<file path="src/design/civ_pkg.sv">
// ----------------------------------------------------------------------------
// civ_pkg
// Shared types, codes and defaults of the coupled idle-state voter.
// ----------------------------------------------------------------------------
package civ_pkg;

  localparam int NumClusters    = 2;
  localparam int CpusPerCluster = 4;
  localparam int NumStates      = 16;

  // internal state numbers span 0 .. NUM_STATES (at most 32)
  localparam int StW      = 6;
  localparam int CfgIdxW  = 3;
  localparam int CfgDataW = 4;

  localparam logic [3:0] L2FlushRst = 4'd15;

  typedef enum logic [1:0] {
    FN_SUSPEND    = 2'd0,
    FN_HOTPLUG    = 2'd1,
    FN_POWER_UP   = 2'd2,
    FN_POWERED_UP = 2'd3
  } func_e;

  typedef enum logic [1:0] {
    ST_OK        = 2'd0,
    ST_ABORTED   = 2'd1,
    ST_BAD_INDEX = 2'd2,
    ST_BAD_COUNT = 2'd3
  } status_e;

  typedef enum logic [CfgIdxW-1:0] {
    REG_CLUSTER_DOWN = 3'd0,
    REG_CPU_DOWN     = 3'd1,
    REG_WAKEUP       = 3'd2,
    REG_L2_FLUSH     = 3'd3,
    REG_HOTPLUG      = 3'd4,
    REG_UP_ONLY      = 3'd5
  } cfg_reg_e;

  typedef struct packed {
    logic [1:0] func;
    logic       cluster_index;
    logic [1:0] cpu_index;
    logic [3:0] requested_state;
    logic [4:0] qos_limit;
  } in_word_t;

  typedef struct packed {
    logic [1:0] status;
    logic       cl_power_off;
    logic [4:0] hw_state;
    logic [4:0] reported_state;
    logic       wake_save;
    logic       wake_restore;
    logic       enter_power_down;
    logic       flush_l2;
    logic       issue_power_on;
  } res_t;

  typedef struct packed {
    logic capture;
    logic commit;
  } cmd_t;

endpackage

</file>
<file path="src/design/civ_if.sv">
// ----------------------------------------------------------------------------
// civ channel interfaces
// Valid/ready channels for event words, result words and register writes.
// ----------------------------------------------------------------------------
interface civ_in_if;
  logic       valid;
  logic       ready;
  logic [1:0] func;
  logic       cluster_index;
  logic [1:0] cpu_index;
  logic [3:0] requested_state;
  logic [4:0] qos_limit;

  modport source (output valid, func, cluster_index, cpu_index, requested_state, qos_limit,
                  input ready);
  modport sink   (input valid, func, cluster_index, cpu_index, requested_state, qos_limit,
                  output ready);
endinterface

interface civ_out_if;
  logic       valid;
  logic       ready;
  logic [1:0] status;
  logic       cl_power_off;
  logic [4:0] hw_state;
  logic [4:0] reported_state;
  logic       wake_save;
  logic       wake_restore;
  logic       enter_power_down;
  logic       flush_l2;
  logic       issue_power_on;

  modport source (output valid, status, cl_power_off, hw_state, reported_state, wake_save,
                  wake_restore, enter_power_down, flush_l2, issue_power_on,
                  input ready);
  modport sink   (input valid, status, cl_power_off, hw_state, reported_state, wake_save,
                  wake_restore, enter_power_down, flush_l2, issue_power_on,
                  output ready);
endinterface

interface civ_cfg_if;
  logic                           valid;
  logic                           ready;
  logic [civ_pkg::CfgIdxW-1:0]  reg_index;
  logic [civ_pkg::CfgDataW-1:0] wdata;

  modport source (output valid, reg_index, wdata, input ready);
  modport sink   (input valid, reg_index, wdata, output ready);
endinterface

</file>
<file path="src/design/civ_ctrl.sv">
// ----------------------------------------------------------------------------
// civ_ctrl
// Sequencer: takes one event word, evaluates it, holds the result word.
// ----------------------------------------------------------------------------
module civ_ctrl (
  input  logic          clk_i,
  input  logic          rst_ni,
  input  logic          in_valid_i,
  output logic          in_ready_o,
  output logic          out_valid_o,
  input  logic          out_ready_i,
  output civ_pkg::cmd_t cmd_o
);

  typedef enum logic {
    S_IDLE,
    S_EVAL
  } state_e;

  state_e state_q;
  logic   out_valid_q;
  logic   out_free;

  assign out_free      = !out_valid_q || out_ready_i;
  assign in_ready_o    = (state_q == S_IDLE);
  assign out_valid_o   = out_valid_q;
  assign cmd_o.capture = (state_q == S_IDLE) && in_valid_i;
  assign cmd_o.commit  = (state_q == S_EVAL) && out_free;

  always_ff @(posedge clk_i or negedge rst_ni) begin
    if (!rst_ni) begin
      state_q     <= S_IDLE;
      out_valid_q <= 1'b0;
    end else begin
      unique case (state_q)
        S_IDLE: begin
          if (in_valid_i) state_q <= S_EVAL;
          if (out_valid_q && out_ready_i) out_valid_q <= 1'b0;
        end
        S_EVAL: begin
          if (out_free) begin
            state_q     <= S_IDLE;
            out_valid_q <= 1'b1;
          end
        end
        default: state_q <= S_IDLE;
      endcase
    end
  end

endmodule

</file>
<file path="src/design/civ_datapath.sv">
// ----------------------------------------------------------------------------
// civ_datapath
// Vote and use-count store, register file, common-state evaluation, result.
// ----------------------------------------------------------------------------
module civ_datapath #(
  parameter int NUM_CLUSTERS     = civ_pkg::NumClusters,
  parameter int CPUS_PER_CLUSTER = civ_pkg::CpusPerCluster,
  parameter int NUM_STATES       = civ_pkg::NumStates
) (
  input  logic                         clk_i,
  input  logic                         rst_ni,
  input  civ_pkg::cmd_t                cmd_i,
  input  civ_pkg::in_word_t            in_word_i,
  input  logic                         cfg_we_i,
  input  logic [civ_pkg::CfgIdxW-1:0]  cfg_index_i,
  input  logic [civ_pkg::CfgDataW-1:0] cfg_data_i,
  output civ_pkg::res_t                res_o
);

  localparam int StW     = civ_pkg::StW;
  localparam int ClIdxW  = (NUM_CLUSTERS > 1) ? $clog2(NUM_CLUSTERS) : 1;
  localparam int CpuIdxW = (CPUS_PER_CLUSTER > 1) ? $clog2(CPUS_PER_CLUSTER) : 1;
  localparam logic [StW-1:0] MaxVote = StW'(NUM_STATES - 1);
  localparam logic [StW-1:0] AllSt   = StW'(NUM_STATES);

  function automatic logic [NUM_STATES-1:0] thermo(input logic [StW-1:0] v);
    logic [NUM_STATES-1:0] b;
    for (int i = 0; i < NUM_STATES; i++) begin
      b[i] = (StW'(i) < v);
    end
    return b;
  endfunction

  function automatic logic [StW-1:0] first_zero(input logic [NUM_STATES-1:0] b);
    logic [StW-1:0] r;
    r = AllSt;
    for (int i = NUM_STATES - 1; i >= 0; i--) begin
      if (!b[i]) r = StW'(i);
    end
    return r;
  endfunction

  // register file
  logic [3:0] cl_down_q, cpu_down_q, wake_q, l2_q, hp_q;
  logic       up_only_q;

  // per-cpu state
  logic [NUM_STATES-1:0] vote_q [NUM_CLUSTERS][CPUS_PER_CLUSTER];
  logic [1:0]            cnt_q  [NUM_CLUSTERS][CPUS_PER_CLUSTER];

  civ_pkg::in_word_t item_q;
  civ_pkg::res_t     res_q, res_d;

  logic                  idx_ok, is_down, off, cap_on, wk;
  logic [ClIdxW-1:0]     cl;
  logic [CpuIdxW-1:0]    cpu;
  logic [3:0]            raw_vote;
  logic [StW-1:0]        vote, common, own, cap, hw, sw;
  logic [NUM_STATES-1:0] new_bmp, acc;
  logic [NUM_STATES-1:0] row_eff [CPUS_PER_CLUSTER];
  logic [1:0]            own_cnt, cnt_new;
  logic                  cnt_we, vote_we;
  logic [NUM_STATES-1:0] vote_new;

  always_ff @(posedge clk_i or negedge rst_ni) begin
    if (!rst_ni) begin
      cl_down_q  <= '0;
      cpu_down_q <= '0;
      wake_q     <= '0;
      l2_q       <= civ_pkg::L2FlushRst;
      hp_q       <= '0;
      up_only_q  <= 1'b0;
    end else if (cfg_we_i) begin
      unique case (civ_pkg::cfg_reg_e'(cfg_index_i))
        civ_pkg::REG_CLUSTER_DOWN: cl_down_q  <= cfg_data_i;
        civ_pkg::REG_CPU_DOWN:     cpu_down_q <= cfg_data_i;
        civ_pkg::REG_WAKEUP:       wake_q     <= cfg_data_i;
        civ_pkg::REG_L2_FLUSH:     l2_q       <= cfg_data_i;
        civ_pkg::REG_HOTPLUG:      hp_q       <= cfg_data_i;
        civ_pkg::REG_UP_ONLY:      up_only_q  <= cfg_data_i[0];
        default: ;
      endcase
    end
  end

  always_ff @(posedge clk_i) begin
    if (cmd_i.capture) item_q <= in_word_i;
    if (cmd_i.commit)  res_q  <= res_d;
  end

  // common state of the addressed cluster, hardware and reported states, wake flag
  always_comb begin
    idx_ok   = (int'(item_q.cluster_index) < NUM_CLUSTERS) &&
               (int'(item_q.cpu_index) < CPUS_PER_CLUSTER);
    cl       = ClIdxW'(item_q.cluster_index);
    cpu      = CpuIdxW'(item_q.cpu_index);
    is_down  = (item_q.func == civ_pkg::FN_SUSPEND) || (item_q.func == civ_pkg::FN_HOTPLUG);
    raw_vote = (item_q.func == civ_pkg::FN_SUSPEND) ? item_q.requested_state : hp_q;
    vote     = (StW'(raw_vote) > MaxVote) ? MaxVote : StW'(raw_vote);
    new_bmp  = thermo(vote);
    own_cnt  = cnt_q[cl][cpu];
    acc      = '1;
    for (int i = 0; i < CPUS_PER_CLUSTER; i++) begin
      row_eff[i] = (is_down && (CpuIdxW'(i) == cpu)) ? new_bmp : vote_q[cl][i];
      acc        = acc & row_eff[i];
    end
    common = first_zero(acc);
    own    = first_zero(row_eff[cpu]);
    cap_on = (item_q.qos_limit != 5'd0);
    cap    = StW'(item_q.qos_limit) - StW'(1);
    off    = (common >= StW'(cl_down_q));
    if (off) begin
      hw = (cap_on && (common > cap)) ? cap : common;
      sw = hw;
    end else begin
      hw = (own > StW'(cl_down_q)) ? StW'(cl_down_q) : own;
      sw = StW'(cpu_down_q);
    end
    wk = (hw >= StW'(wake_q)) && (hw < StW'(l2_q));
  end

  // event decode
  always_comb begin
    res_d    = '0;
    cnt_we   = 1'b0;
    cnt_new  = own_cnt;
    vote_we  = 1'b0;
    vote_new = new_bmp;
    if (!idx_ok) begin
      res_d.status = civ_pkg::ST_BAD_INDEX;
    end else begin
      unique case (civ_pkg::func_e'(item_q.func))
        civ_pkg::FN_SUSPEND, civ_pkg::FN_HOTPLUG: begin
          if (own_cnt == 2'd1) begin
            cnt_we                 = 1'b1;
            cnt_new                = 2'd0;
            vote_we                = 1'b1;
            res_d.cl_power_off     = off;
            res_d.hw_state         = 5'(hw);
            res_d.reported_state   = 5'(sw);
            res_d.wake_save        = wk;
            res_d.enter_power_down = 1'b1;
            res_d.flush_l2         = off && (vote >= StW'(l2_q));
          end else if (own_cnt == 2'd2) begin
            cnt_we       = 1'b1;
            cnt_new      = 2'd1;
            res_d.status = civ_pkg::ST_ABORTED;
          end else begin
            res_d.status = civ_pkg::ST_BAD_COUNT;
          end
        end
        civ_pkg::FN_POWER_UP: begin
          if (own_cnt == 2'd0) begin
            cnt_we               = 1'b1;
            cnt_new              = 2'd1;
            res_d.issue_power_on = !up_only_q;
          end else if (own_cnt == 2'd1) begin
            cnt_we  = 1'b1;
            cnt_new = 2'd2;
          end else begin
            res_d.status = civ_pkg::ST_BAD_COUNT;
          end
        end
        civ_pkg::FN_POWERED_UP: begin
          res_d.cl_power_off = off;
          res_d.hw_state     = 5'(hw);
          res_d.wake_restore = wk;
          cnt_we             = (own_cnt == 2'd0);
          cnt_new            = 2'd1;
          vote_we            = 1'b1;
          vote_new           = '0;
        end
        default: res_d = '0;
      endcase
    end
  end

  always_ff @(posedge clk_i or negedge rst_ni) begin
    if (!rst_ni) begin
      for (int c = 0; c < NUM_CLUSTERS; c++) begin
        for (int p = 0; p < CPUS_PER_CLUSTER; p++) begin
          vote_q[c][p] <= '0;
          cnt_q[c][p]  <= (c == 0 && p == 0) ? 2'd1 : 2'd0;
        end
      end
    end else if (cmd_i.commit) begin
      if (cnt_we)  cnt_q[cl][cpu]  <= cnt_new;
      if (vote_we) vote_q[cl][cpu] <= vote_new;
    end
  end

  assign res_o = res_q;

endmodule

</file>
<file path="src/design/coupled_idle_state_voter_top.sv">
// ----------------------------------------------------------------------------
// coupled_idle_state_voter_top
// Per-cpu use counts and low-power votes with cluster-wide state decision.
// ----------------------------------------------------------------------------
// in_i carries one event word (suspend, hotplug down, power-up request,
// powered-up) for one cpu; out_o returns exactly one result word per event,
// in order. cfg_i writes the six setup registers, always ready; write them
// only while no event is in flight.
// An event is captured at acceptance; the evaluate state then works out the
// cluster vote and updates the count and vote store. The result word is
// registered when evaluation commits; a new event is accepted only after
// the capture/evaluate sequencer returns to idle.
// A finished result waits in the output register; while it waits the next
// event can still be captured, and its evaluation holds until out_o is
// taken. After reset all votes are cleared, every use count is 0 except
// cluster 0 cpu 0 which starts at 1, and the registers hold their defaults.
// ----------------------------------------------------------------------------
module coupled_idle_state_voter_top #(
  parameter int NUM_CLUSTERS     = civ_pkg::NumClusters,
  parameter int CPUS_PER_CLUSTER = civ_pkg::CpusPerCluster,
  parameter int NUM_STATES       = civ_pkg::NumStates
) (
  input  logic         clk_i,
  input  logic         rst_ni,
  civ_in_if.sink       in_i,
  civ_out_if.source    out_o,
  civ_cfg_if.sink      cfg_i
);

  civ_pkg::cmd_t     cmd;
  civ_pkg::in_word_t in_word;
  civ_pkg::res_t     res;
  logic              out_valid;
  logic              in_ready;

  assign in_word.func            = in_i.func;
  assign in_word.cluster_index   = in_i.cluster_index;
  assign in_word.cpu_index       = in_i.cpu_index;
  assign in_word.requested_state = in_i.requested_state;
  assign in_word.qos_limit       = in_i.qos_limit;
  assign in_i.ready              = in_ready;
  assign cfg_i.ready             = 1'b1;

  civ_ctrl u_ctrl (
    .clk_i       (clk_i),
    .rst_ni      (rst_ni),
    .in_valid_i  (in_i.valid),
    .in_ready_o  (in_ready),
    .out_valid_o (out_valid),
    .out_ready_i (out_o.ready),
    .cmd_o       (cmd)
  );

  civ_datapath #(
    .NUM_CLUSTERS     (NUM_CLUSTERS),
    .CPUS_PER_CLUSTER (CPUS_PER_CLUSTER),
    .NUM_STATES       (NUM_STATES)
  ) u_datapath (
    .clk_i       (clk_i),
    .rst_ni      (rst_ni),
    .cmd_i       (cmd),
    .in_word_i   (in_word),
    .cfg_we_i    (cfg_i.valid),
    .cfg_index_i (cfg_i.reg_index),
    .cfg_data_i  (cfg_i.wdata),
    .res_o       (res)
  );

  assign out_o.valid            = out_valid;
  assign out_o.status           = res.status;
  assign out_o.cl_power_off     = res.cl_power_off;
  assign out_o.hw_state         = res.hw_state;
  assign out_o.reported_state   = res.reported_state;
  assign out_o.wake_save        = res.wake_save;
  assign out_o.wake_restore     = res.wake_restore;
  assign out_o.enter_power_down = res.enter_power_down;
  assign out_o.flush_l2         = res.flush_l2;
  assign out_o.issue_power_on   = res.issue_power_on;

endmodule

</file>
<file path="src/flat_wrapper.sv">
// flat-port wrapper written by rule: the top's interface ports become plain ports
module coupled_idle_state_voter_top_flat 
#(
  parameter int NUM_CLUSTERS     = civ_pkg::NumClusters,
  parameter int CPUS_PER_CLUSTER = civ_pkg::CpusPerCluster,
  parameter int NUM_STATES       = civ_pkg::NumStates
)
  (clk_i, rst_ni, in_i_valid, in_i_func, in_i_cluster_index, in_i_cpu_index, in_i_requested_state, in_i_qos_limit, in_i_ready, out_o_valid, out_o_status, out_o_cl_power_off, out_o_hw_state, out_o_reported_state, out_o_wake_save, out_o_wake_restore, out_o_enter_power_down, out_o_flush_l2, out_o_issue_power_on, out_o_ready, cfg_i_valid, cfg_i_reg_index, cfg_i_wdata, cfg_i_ready);
  civ_in_if in_i_i ();
  civ_out_if out_o_i ();
  civ_cfg_if cfg_i_i ();
  input  logic clk_i;
  input  logic rst_ni;
  input wire logic [$bits(in_i_i.valid)-1:0] in_i_valid;
  input wire logic [$bits(in_i_i.func)-1:0] in_i_func;
  input wire logic [$bits(in_i_i.cluster_index)-1:0] in_i_cluster_index;
  input wire logic [$bits(in_i_i.cpu_index)-1:0] in_i_cpu_index;
  input wire logic [$bits(in_i_i.requested_state)-1:0] in_i_requested_state;
  input wire logic [$bits(in_i_i.qos_limit)-1:0] in_i_qos_limit;
  output wire logic [$bits(in_i_i.ready)-1:0] in_i_ready;
  output wire logic [$bits(out_o_i.valid)-1:0] out_o_valid;
  output wire logic [$bits(out_o_i.status)-1:0] out_o_status;
  output wire logic [$bits(out_o_i.cl_power_off)-1:0] out_o_cl_power_off;
  output wire logic [$bits(out_o_i.hw_state)-1:0] out_o_hw_state;
  output wire logic [$bits(out_o_i.reported_state)-1:0] out_o_reported_state;
  output wire logic [$bits(out_o_i.wake_save)-1:0] out_o_wake_save;
  output wire logic [$bits(out_o_i.wake_restore)-1:0] out_o_wake_restore;
  output wire logic [$bits(out_o_i.enter_power_down)-1:0] out_o_enter_power_down;
  output wire logic [$bits(out_o_i.flush_l2)-1:0] out_o_flush_l2;
  output wire logic [$bits(out_o_i.issue_power_on)-1:0] out_o_issue_power_on;
  input wire logic [$bits(out_o_i.ready)-1:0] out_o_ready;
  input wire logic [$bits(cfg_i_i.valid)-1:0] cfg_i_valid;
  input wire logic [$bits(cfg_i_i.reg_index)-1:0] cfg_i_reg_index;
  input wire logic [$bits(cfg_i_i.wdata)-1:0] cfg_i_wdata;
  output wire logic [$bits(cfg_i_i.ready)-1:0] cfg_i_ready;
  assign in_i_i.valid = in_i_valid;
  assign in_i_i.func = in_i_func;
  assign in_i_i.cluster_index = in_i_cluster_index;
  assign in_i_i.cpu_index = in_i_cpu_index;
  assign in_i_i.requested_state = in_i_requested_state;
  assign in_i_i.qos_limit = in_i_qos_limit;
  assign in_i_ready = in_i_i.ready;
  assign out_o_valid = out_o_i.valid;
  assign out_o_status = out_o_i.status;
  assign out_o_cl_power_off = out_o_i.cl_power_off;
  assign out_o_hw_state = out_o_i.hw_state;
  assign out_o_reported_state = out_o_i.reported_state;
  assign out_o_wake_save = out_o_i.wake_save;
  assign out_o_wake_restore = out_o_i.wake_restore;
  assign out_o_enter_power_down = out_o_i.enter_power_down;
  assign out_o_flush_l2 = out_o_i.flush_l2;
  assign out_o_issue_power_on = out_o_i.issue_power_on;
  assign out_o_i.ready = out_o_ready;
  assign cfg_i_i.valid = cfg_i_valid;
  assign cfg_i_i.reg_index = cfg_i_reg_index;
  assign cfg_i_i.wdata = cfg_i_wdata;
  assign cfg_i_ready = cfg_i_i.ready;
  coupled_idle_state_voter_top #(.NUM_CLUSTERS(NUM_CLUSTERS), .CPUS_PER_CLUSTER(CPUS_PER_CLUSTER), .NUM_STATES(NUM_STATES)) u_core (.clk_i(clk_i), .rst_ni(rst_ni), .in_i(in_i_i), .out_o(out_o_i), .cfg_i(cfg_i_i));
endmodule
</file>
<file path="config.mk">
export PLATFORM = sky130hd
export DESIGN_NAME = coupled_idle_state_voter_top_flat
export DESIGN_NICKNAME = d
export VERILOG_FILES = /design/src/design/civ_pkg.sv /design/src/design/civ_if.sv /design/src/design/civ_ctrl.sv /design/src/design/civ_datapath.sv /design/src/design/coupled_idle_state_voter_top.sv /design/src/flat_wrapper.sv
export SDC_FILE = /design/constraint.sdc
export NUM_CORES = 1
export LEC_CHECK = 0
export ABC_CLOCK_PERIOD_IN_PS = 12860
export BUFFER_PORTS_ARGS = -buffer_cell sky130_fd_sc_hd__buf_2
export CORE_MARGIN = 1
export CORE_UTILIZATION = 35
export CTS_CLUSTER_SIZE = 40
export DETAILED_ROUTE_END_ITERATION = 8
export SETUP_SLACK_MARGIN = 0.3
export SLEW_MARGIN = 40
export SYNTH_ARGS = -nofsm -noshare
export SYNTH_HDL_FRONTEND = slang
export SYNTH_SLANG_ARGS = --single-unit
</file>
<file path="constraint.sdc">
create_clock -name clk_i -period 12.86 [get_ports clk_i]
set_input_delay 1.929 -clock clk_i [delete_from_list [all_inputs] [get_ports clk_i]]
set_output_delay 1.929 -clock clk_i [all_outputs]
set_load 0.02 [all_outputs]
</file>
After elaboration in Yosys (flattened, before gate mapping):

Cells that the tools add are included.
W data, S select, Z words.

* bits in registers: 199
* bits of input ports: 26
* output and inout bits: 21
* word-level logic and storage cells: 209

* $add $sub $neg: 1
* magnitude comparators: 25
* eq/ne operators: 15
* mux-type cells: 89
* bitwise logic cells: 6
* reduce and logical (&&, ||, !) cells: 34

Operators by type and width (number)
* $mux W64: 4
* $mux W6: 32
* $bwmux W128: 1
* $mux W16: 7
* $demux W64 S1: 1
* $and A16 B16 Y16: 3
* $bmux W16 S2: 1
* $demux W16 S2: 1
* $mux W8: 4
* $lt A4 B4 Y1 const A: 7
* $mux W2: 12
* $reduce_and A2 Y1: 11
* $mux W5: 4
* $bwmux W16: 1
* $lt A3 B4 Y1 const A: 4
* $mux W15: 1
* $ge A6 B4 Y1: 2
* $logic_and A1 B1 Y1: 12
* $mux W12: 1
* $pmux W6 S2: 1
* $demux W8 S1: 1
* $lt A1 B4 Y1 const A: 2
* $lt A2 B4 Y1 const A: 2
* $mux W1: 8
* 34 further kinds: 47

Depth between registers and ports, before layout:

* depth after elaboration: 32
* depth in mapped cells: 29
* mapped depth without buffers: 26

By module:

A second synthesis with hierarchy kept.

* cell total of the unflattened synthesis: 1045
* area, all modules: 10488.8 um2

Modules (own cells, without submodules)
* civ_datapath: instances 1, cells an instance 1035, area each 10388.7 um2, seq. area each 4895.9 um2
* civ_ctrl: instances 1, cells an instance 8, area each 88.8 um2, seq. area each 50.0 um2
* coupled_idle_state_voter_top: instances 1, cells an instance 2, area each 11.3 um2, seq. area each 0.0 um2

Worst setup path after synthesis:

OpenSTA, ideal clock, no wires.

* path type: register to register
* start point: register u_core.u_datapath.item_q[13] (netlist name)
* end point: register u_core.u_datapath.res_q, in the netlist u_core.u_datapath.res_o[3], data pin
* setup time: 0.254 ns
* arrival: 4.959 ns
* required time: 12.606 ns
* path slack: 7.647 ns
* cell stages (with the launch flop): 25
* period minus slack after synthesis: 5.213 ns
* cell sequence: edfxtp_1 buf_6 or3_4 buf_6 a22oi_1 o211a_1 or2b_1 a311o_1 a41oi_2 ha_1 nand2b_1 a21o_1 a21o_1 a21oi_1 clkbuf_1 nand2_1 o22ai_2 ha_1 nand2b_1 a21o_1 a21o_1 a21oi_1 a211oi_1 and3_1 a21o_1

* word-level cells in the longest chain between the ends: 29

RTL lines
* from (decl): line civ_datapath.sv:51 `civ_pkg::in_word_t item_q;`
* from (signal assigned): line civ_datapath.sv:87 `if (cmd_i.capture) item_q <= in_word_i;`
* parallel branches: the longest is 29 deep, another holds $lt A4 B4 Y1
* to (signal assigned): line civ_datapath.sv:88 `if (cmd_i.commit) res_q <= res_d;`
* to (decl): line civ_datapath.sv:52 `civ_pkg::res_t res_q, res_d;`

Parallel ways; which one is timed is not known. The select of a mux whose other input is x is not followed.
A chain may end at the register's enable or synchronous reset.

Worst setup path after layout:

* start point: register u_core.u_datapath.item_q, in the netlist u_core.u_datapath.cpu[1]
* end point: register u_core.u_datapath.res_q, in the netlist u_core.u_datapath.res_o[3], data pin

* word-level cells in the longest chain between the ends: 28

RTL lines
* $eq A1 B2 Y1 / $logic_not A2 Y1 (equally long branches): line civ_datapath.sv:104 `row_eff[i] = (is_down && (CpuIdxW'(i) == cpu)) ? new_bmp : vote_q[cl][i];`
* $logic_and A1 B1 Y1: line civ_datapath.sv:104
* $mux W16: line civ_datapath.sv:104
* $and A16 B16 Y16 (3 in a row): line civ_datapath.sv:105 `acc = acc & row_eff[i];`
* $mux W5 (2 in a row): line civ_datapath.sv:38 `if (!b[i]) r = StW'(i);`
* $mux W6 (14 in a row): line civ_datapath.sv:38
* $gt A6 B6 Y1: line civ_datapath.sv:113 `hw = (cap_on && (common > cap)) ? cap : common;`
* $logic_and A1 B1 Y1: line civ_datapath.sv:113
* $mux W6: line civ_datapath.sv:113
* $mux W6 *: line civ_datapath.sv:112 `if (off) begin`
* $ge A6 B4 Y1 / $lt A6 B4 Y1 (equally long branches): line civ_datapath.sv:119 `wk = (hw >= StW'(wake_q)) && (hw < StW'(l2_q));`
* $logic_and A1 B1 Y1 *: line civ_datapath.sv:119

Every way passes the cells marked *; elsewhere a longest branch is shown, timed or not. The select of a mux whose other input is x is not followed.

==> metrics.md <==
| Metric | Value |
|---|---|
| Number of setup violations in the final report | `0` |
| Switching power | `875 uW` |
| Min-Delay Path Depth | `2` |
| Synth Flop Type | `dfrtp_1` |
| Crit path kind | `flop to flop` |
| Cell Pwr Density | `195 nW/um2` |
| CTS tree | `done` |
| Total core area | `29800 um2` |
| CTS max path bufs | `2` |
| Logic pwr share | `0.358` |
| Status | `complete, no violations` |
| R2r worst-path depth | `21` |
| Startpoint Class | `flop` |
| Routed Wire Length | `between 20000 and 30000 um` |
| Global-route wire length before repair | `45500 um` |
| Fillers | `roughly 2900` |
| Vias in the first global route | `7904` |
| Hold Path Class | `flop to flop` |
| P&R area growth vs syn | `11.6%` |
| Placed instance count | `1427` |
| Type of destination of the critical path | `flop` |
| Worst Skew | `14.2 ps` |
| Post-synth ARST share | `0.832` |
| Library cells used by synthesis | `slightly below 90` |
| Clock network fraction of total power | `0.236` |
| Remaining DRCs | `0` |
| DRT Pass-1 Iters | `7` |
| Die height | `177 um` |
| Vias post-DR | `between 8000 and 9000` |
| Placement Rows | `63` |
| Fin. max-slew vios | `0` |
| CTS clock-pin slew for the worst setup and hold paths | `70 ps` |
| Root buf cell | `clkbuf_16` |
| Critical Path AT | `roughly 6800 ps` |
| Post-Syn Area | `10700 um2` |
| Synth Area per Inst | `10.4 um2` |
| CTS Buf Count | `17` |
| Starting Density | `0.358` |
| I/O Buffers | `45` |
| Final non-filler cell total | `1461` |
| Post-Synthesis Cells | `1030` |
| Switching Fraction | `0.376` |
| WL per Instance | `19.7 um` |
| RSZ-0062 raised after global routing | `false` |
| Post-cts sizing count | `0` |
| Total grt overflow | `0` |
| Worst-skew pair later-pin latency | `roughly 450 ps` |
| Antenna violations before repair | `0` |
| Final total power | `about 2300 uW` |
| Tcrit/Tclk final | `0.516` |
| DR iter-0 viols | `550` |
| Int Power | `~1500 uW` |
| Post-synthesis sequential area ratio | `0.464` |
| Io pins | `47` |
| Tightest Pin Transition | `roughly 850 ps` |
| Die ar. | `31200 um2` |
| Max Cap Viol | `0` |
| F_max | `151 MHz` |
| Setup TNS | `0 ps` |
| CTS HTree Levels | `4` |
| Final Hold Fails | `0` |
| Yosys warns | `0` |
| Proportion of layout cells with a drive suffix above 1 | `0.195` |
| Hold_buf cts | `0` |
| # diodes | `0` |
| Post-synth EDFFs | `32` |
| DP HPWL | `19600 um` |
| CTS sink cnt | `191` |
| Pleak | `between 0.005 and 0.006 uW` |
| Sequential share of power | `0.406` |
| Worst vdd ir | `0.105 mV` |
| Post-route ant nets | `0` |
| Seq cells post-synth | `191` |
| Slew headroom | `0.433` |
| DIE WIDTH | `177 um` |
| Total Routing Usage GR | `0.190` |
| Largest net degree at the start of global routing | `103` |
| Setup repair bufs after CTS | `0` |
| Crit path time final | `6640 ps` |
| GP Congestion | `between 0.8 and 0.9` |
| Total Nets Final | `1112` |
| Vias per cell | `5.52` |
| Critical Path RT | `13060 ps` |
| Crit path max fanout | `42` |
-- cells in the mapped netlist (5+ instances only) --
library cell,instances,area [um2]
dfstp_2,5,131
or2_2,6,37.5
inv_1,21,78.8
o21ai_0,118,591
a211oi_1,8,60.1
mux2_2,61,687
nand3_1,8,40.0
dfrtp_1,154,3850
nor2_1,40,150
a22oi_1,23,173
buf_4,6,45.0
nor2b_1,9,56.3
and2_1,10,62.6
edfxtp_1,32,961
nand2b_1,15,93.8
o22ai_1,9,56.3
mux2i_1,63,631
mux4_2,19,428
and3_1,5,31.3
o21ai_1,12,60.1
a21oi_1,31,155
clkbuf_1,21,78.8
nand2_1,163,612
o211ai_1,7,52.6
a31oi_1,5,31.3
a21o_1,8,60.1
nor3_1,17,85.1
buf_2,22,110
ha_1,28,350
-- metrics by stage --
step / hold WS, ps / cell area, um2 / util / setup slack (ps)
global placement: 458 / 11200 / 0.376 / 6070
finish: 485 / 11900 / 0.400 / 6220
global route: 494 / 11900 / 0.400 / 5780
detailed placement: 470 / 11200 / 0.377 / 6130
CTS: 488 / 11800 / 0.398 / 6100
floorplan: 444 / 10700 / - / 7650
-- worst max-delay path, cell delays in order, from the launching register on --
cell and delay (ps):
edfxtp_1 340, buf_4 470, nand3b_1 740, a22oi_1 400
nand3_1 250, or3_4 470, a311o_1 300, a21oi_2 220
ha_1 280, nor2b_1 140, o21a_1 170, o21a_1 170
o211ai_1 470, nor2_1 110, a211oi_1 560, a31oi_1 160
ha_1 350, a21o_1 160, a21oi_1 200, a211oi_1 90
and3_1 180, a21o_1 170
-- final timing paths --
check,slack (ps),startpoint,end
setup / recovery,6220,u_core.u_datapath.cpu[1],u_core.u_datapath.res_o[3]
hold / removal,490,u_core.u_datapath.vote_q[56],u_core.u_datapath.vote_q[56]
setup reg to reg,6220,u_core.u_datapath.cpu[1],u_core.u_datapath.res_o[3]
hold reg to reg,490,u_core.u_datapath.vote_q[56],u_core.u_datapath.vote_q[56]
max in group asynchronous,10720,rst_ni,u_core.u_datapath.vote_q[45]
min in group asynchronous,1320,rst_ni,u_core.u_datapath.up_only_q
-- cell usage in the layout (no fill, tap or decap), drive strengths merged, types with 4 or more instances in the layout --
cell,n
a211o,4
a211oi,9
a21o,8
a21oi,33
a221oi,4
a22oi,24
a31oi,5
and2,11
and3,5
buf,63
clkbuf,19
dfrtp,154
dfstp,5
edfxtp,32
ha,28
inv,32
mux2,61
mux2i,63
mux4,19
nand2,163
nand2b,15
nand3,8
nand4,4
nor2,41
nor2b,9
nor3,18
nor4,4
nor4bb,4
o211a,4
o211ai,8
o21ai,131
o22ai,10
or2,8
or3b,4
-- logic make-up after synthesis --
group	count (synthesis)	share of synthesized area
xor gates and xnor gates	2	0.00164
and+or+nand+nor	315	0.142
buffers and inverters	78	0.0350
DFF	191	0.464
adders and majority gates	28	0.0328
other	2	0.000704
muxes	143	0.164
AOI/OAI and AO/OA	271	0.161
-- area by class of cell --
class	count	area, um2	share of cell area
multi-input combinational	762	5370	0.451
sequential	191	4950	0.415
tap	390	488	0.0410
clock buffer	19	464	0.0390
timing repair buffer	63	409	0.0344
clock inverter	13	139	0.0117
inverter	23	86.3	0.00725
-- routing by layer --
layer,GRT usage,vias up,part of all wire
li1,-,3814,-
met1,0.264,4004,0.47
met2,0.300,211,0.47
met3,0.0314,33,0.046
met4,0.0611,0,0.019
met5,0,-,0
-- registers in the layout, indices dropped and copies added, names as in the netlist, 4 cells and up --
| signal | flops |
|---|---|
| u_core.u_datapath.cnt_q | 16 |
| u_core.u_datapath.vote_q | 120 |
| u_core.u_datapath.wake_q | 4 |
| u_core.u_datapath.cl_down_q | 4 |
| u_core.u_datapath.cpu_down_q | 4 |
| u_core.u_datapath.res_o | 18 |
| u_core.u_datapath.item_q | 11 |
| u_core.u_datapath.l2_q | 4 |
| u_core.u_datapath.hp_q | 4 |
-- power groups by stage --
stage / combinational [uW] / sequential, uW / clock (uW)
final: 833 / 944 / 548
after global routing: 927 / 967 / 584
after CTS: 824 / 945 / 560
after detailed placement: 820 / 956 / 0
after global placement: 797 / 953 / 0
after floorplan: 590 / 942 / 0
(Power assumes the default switching activity.)
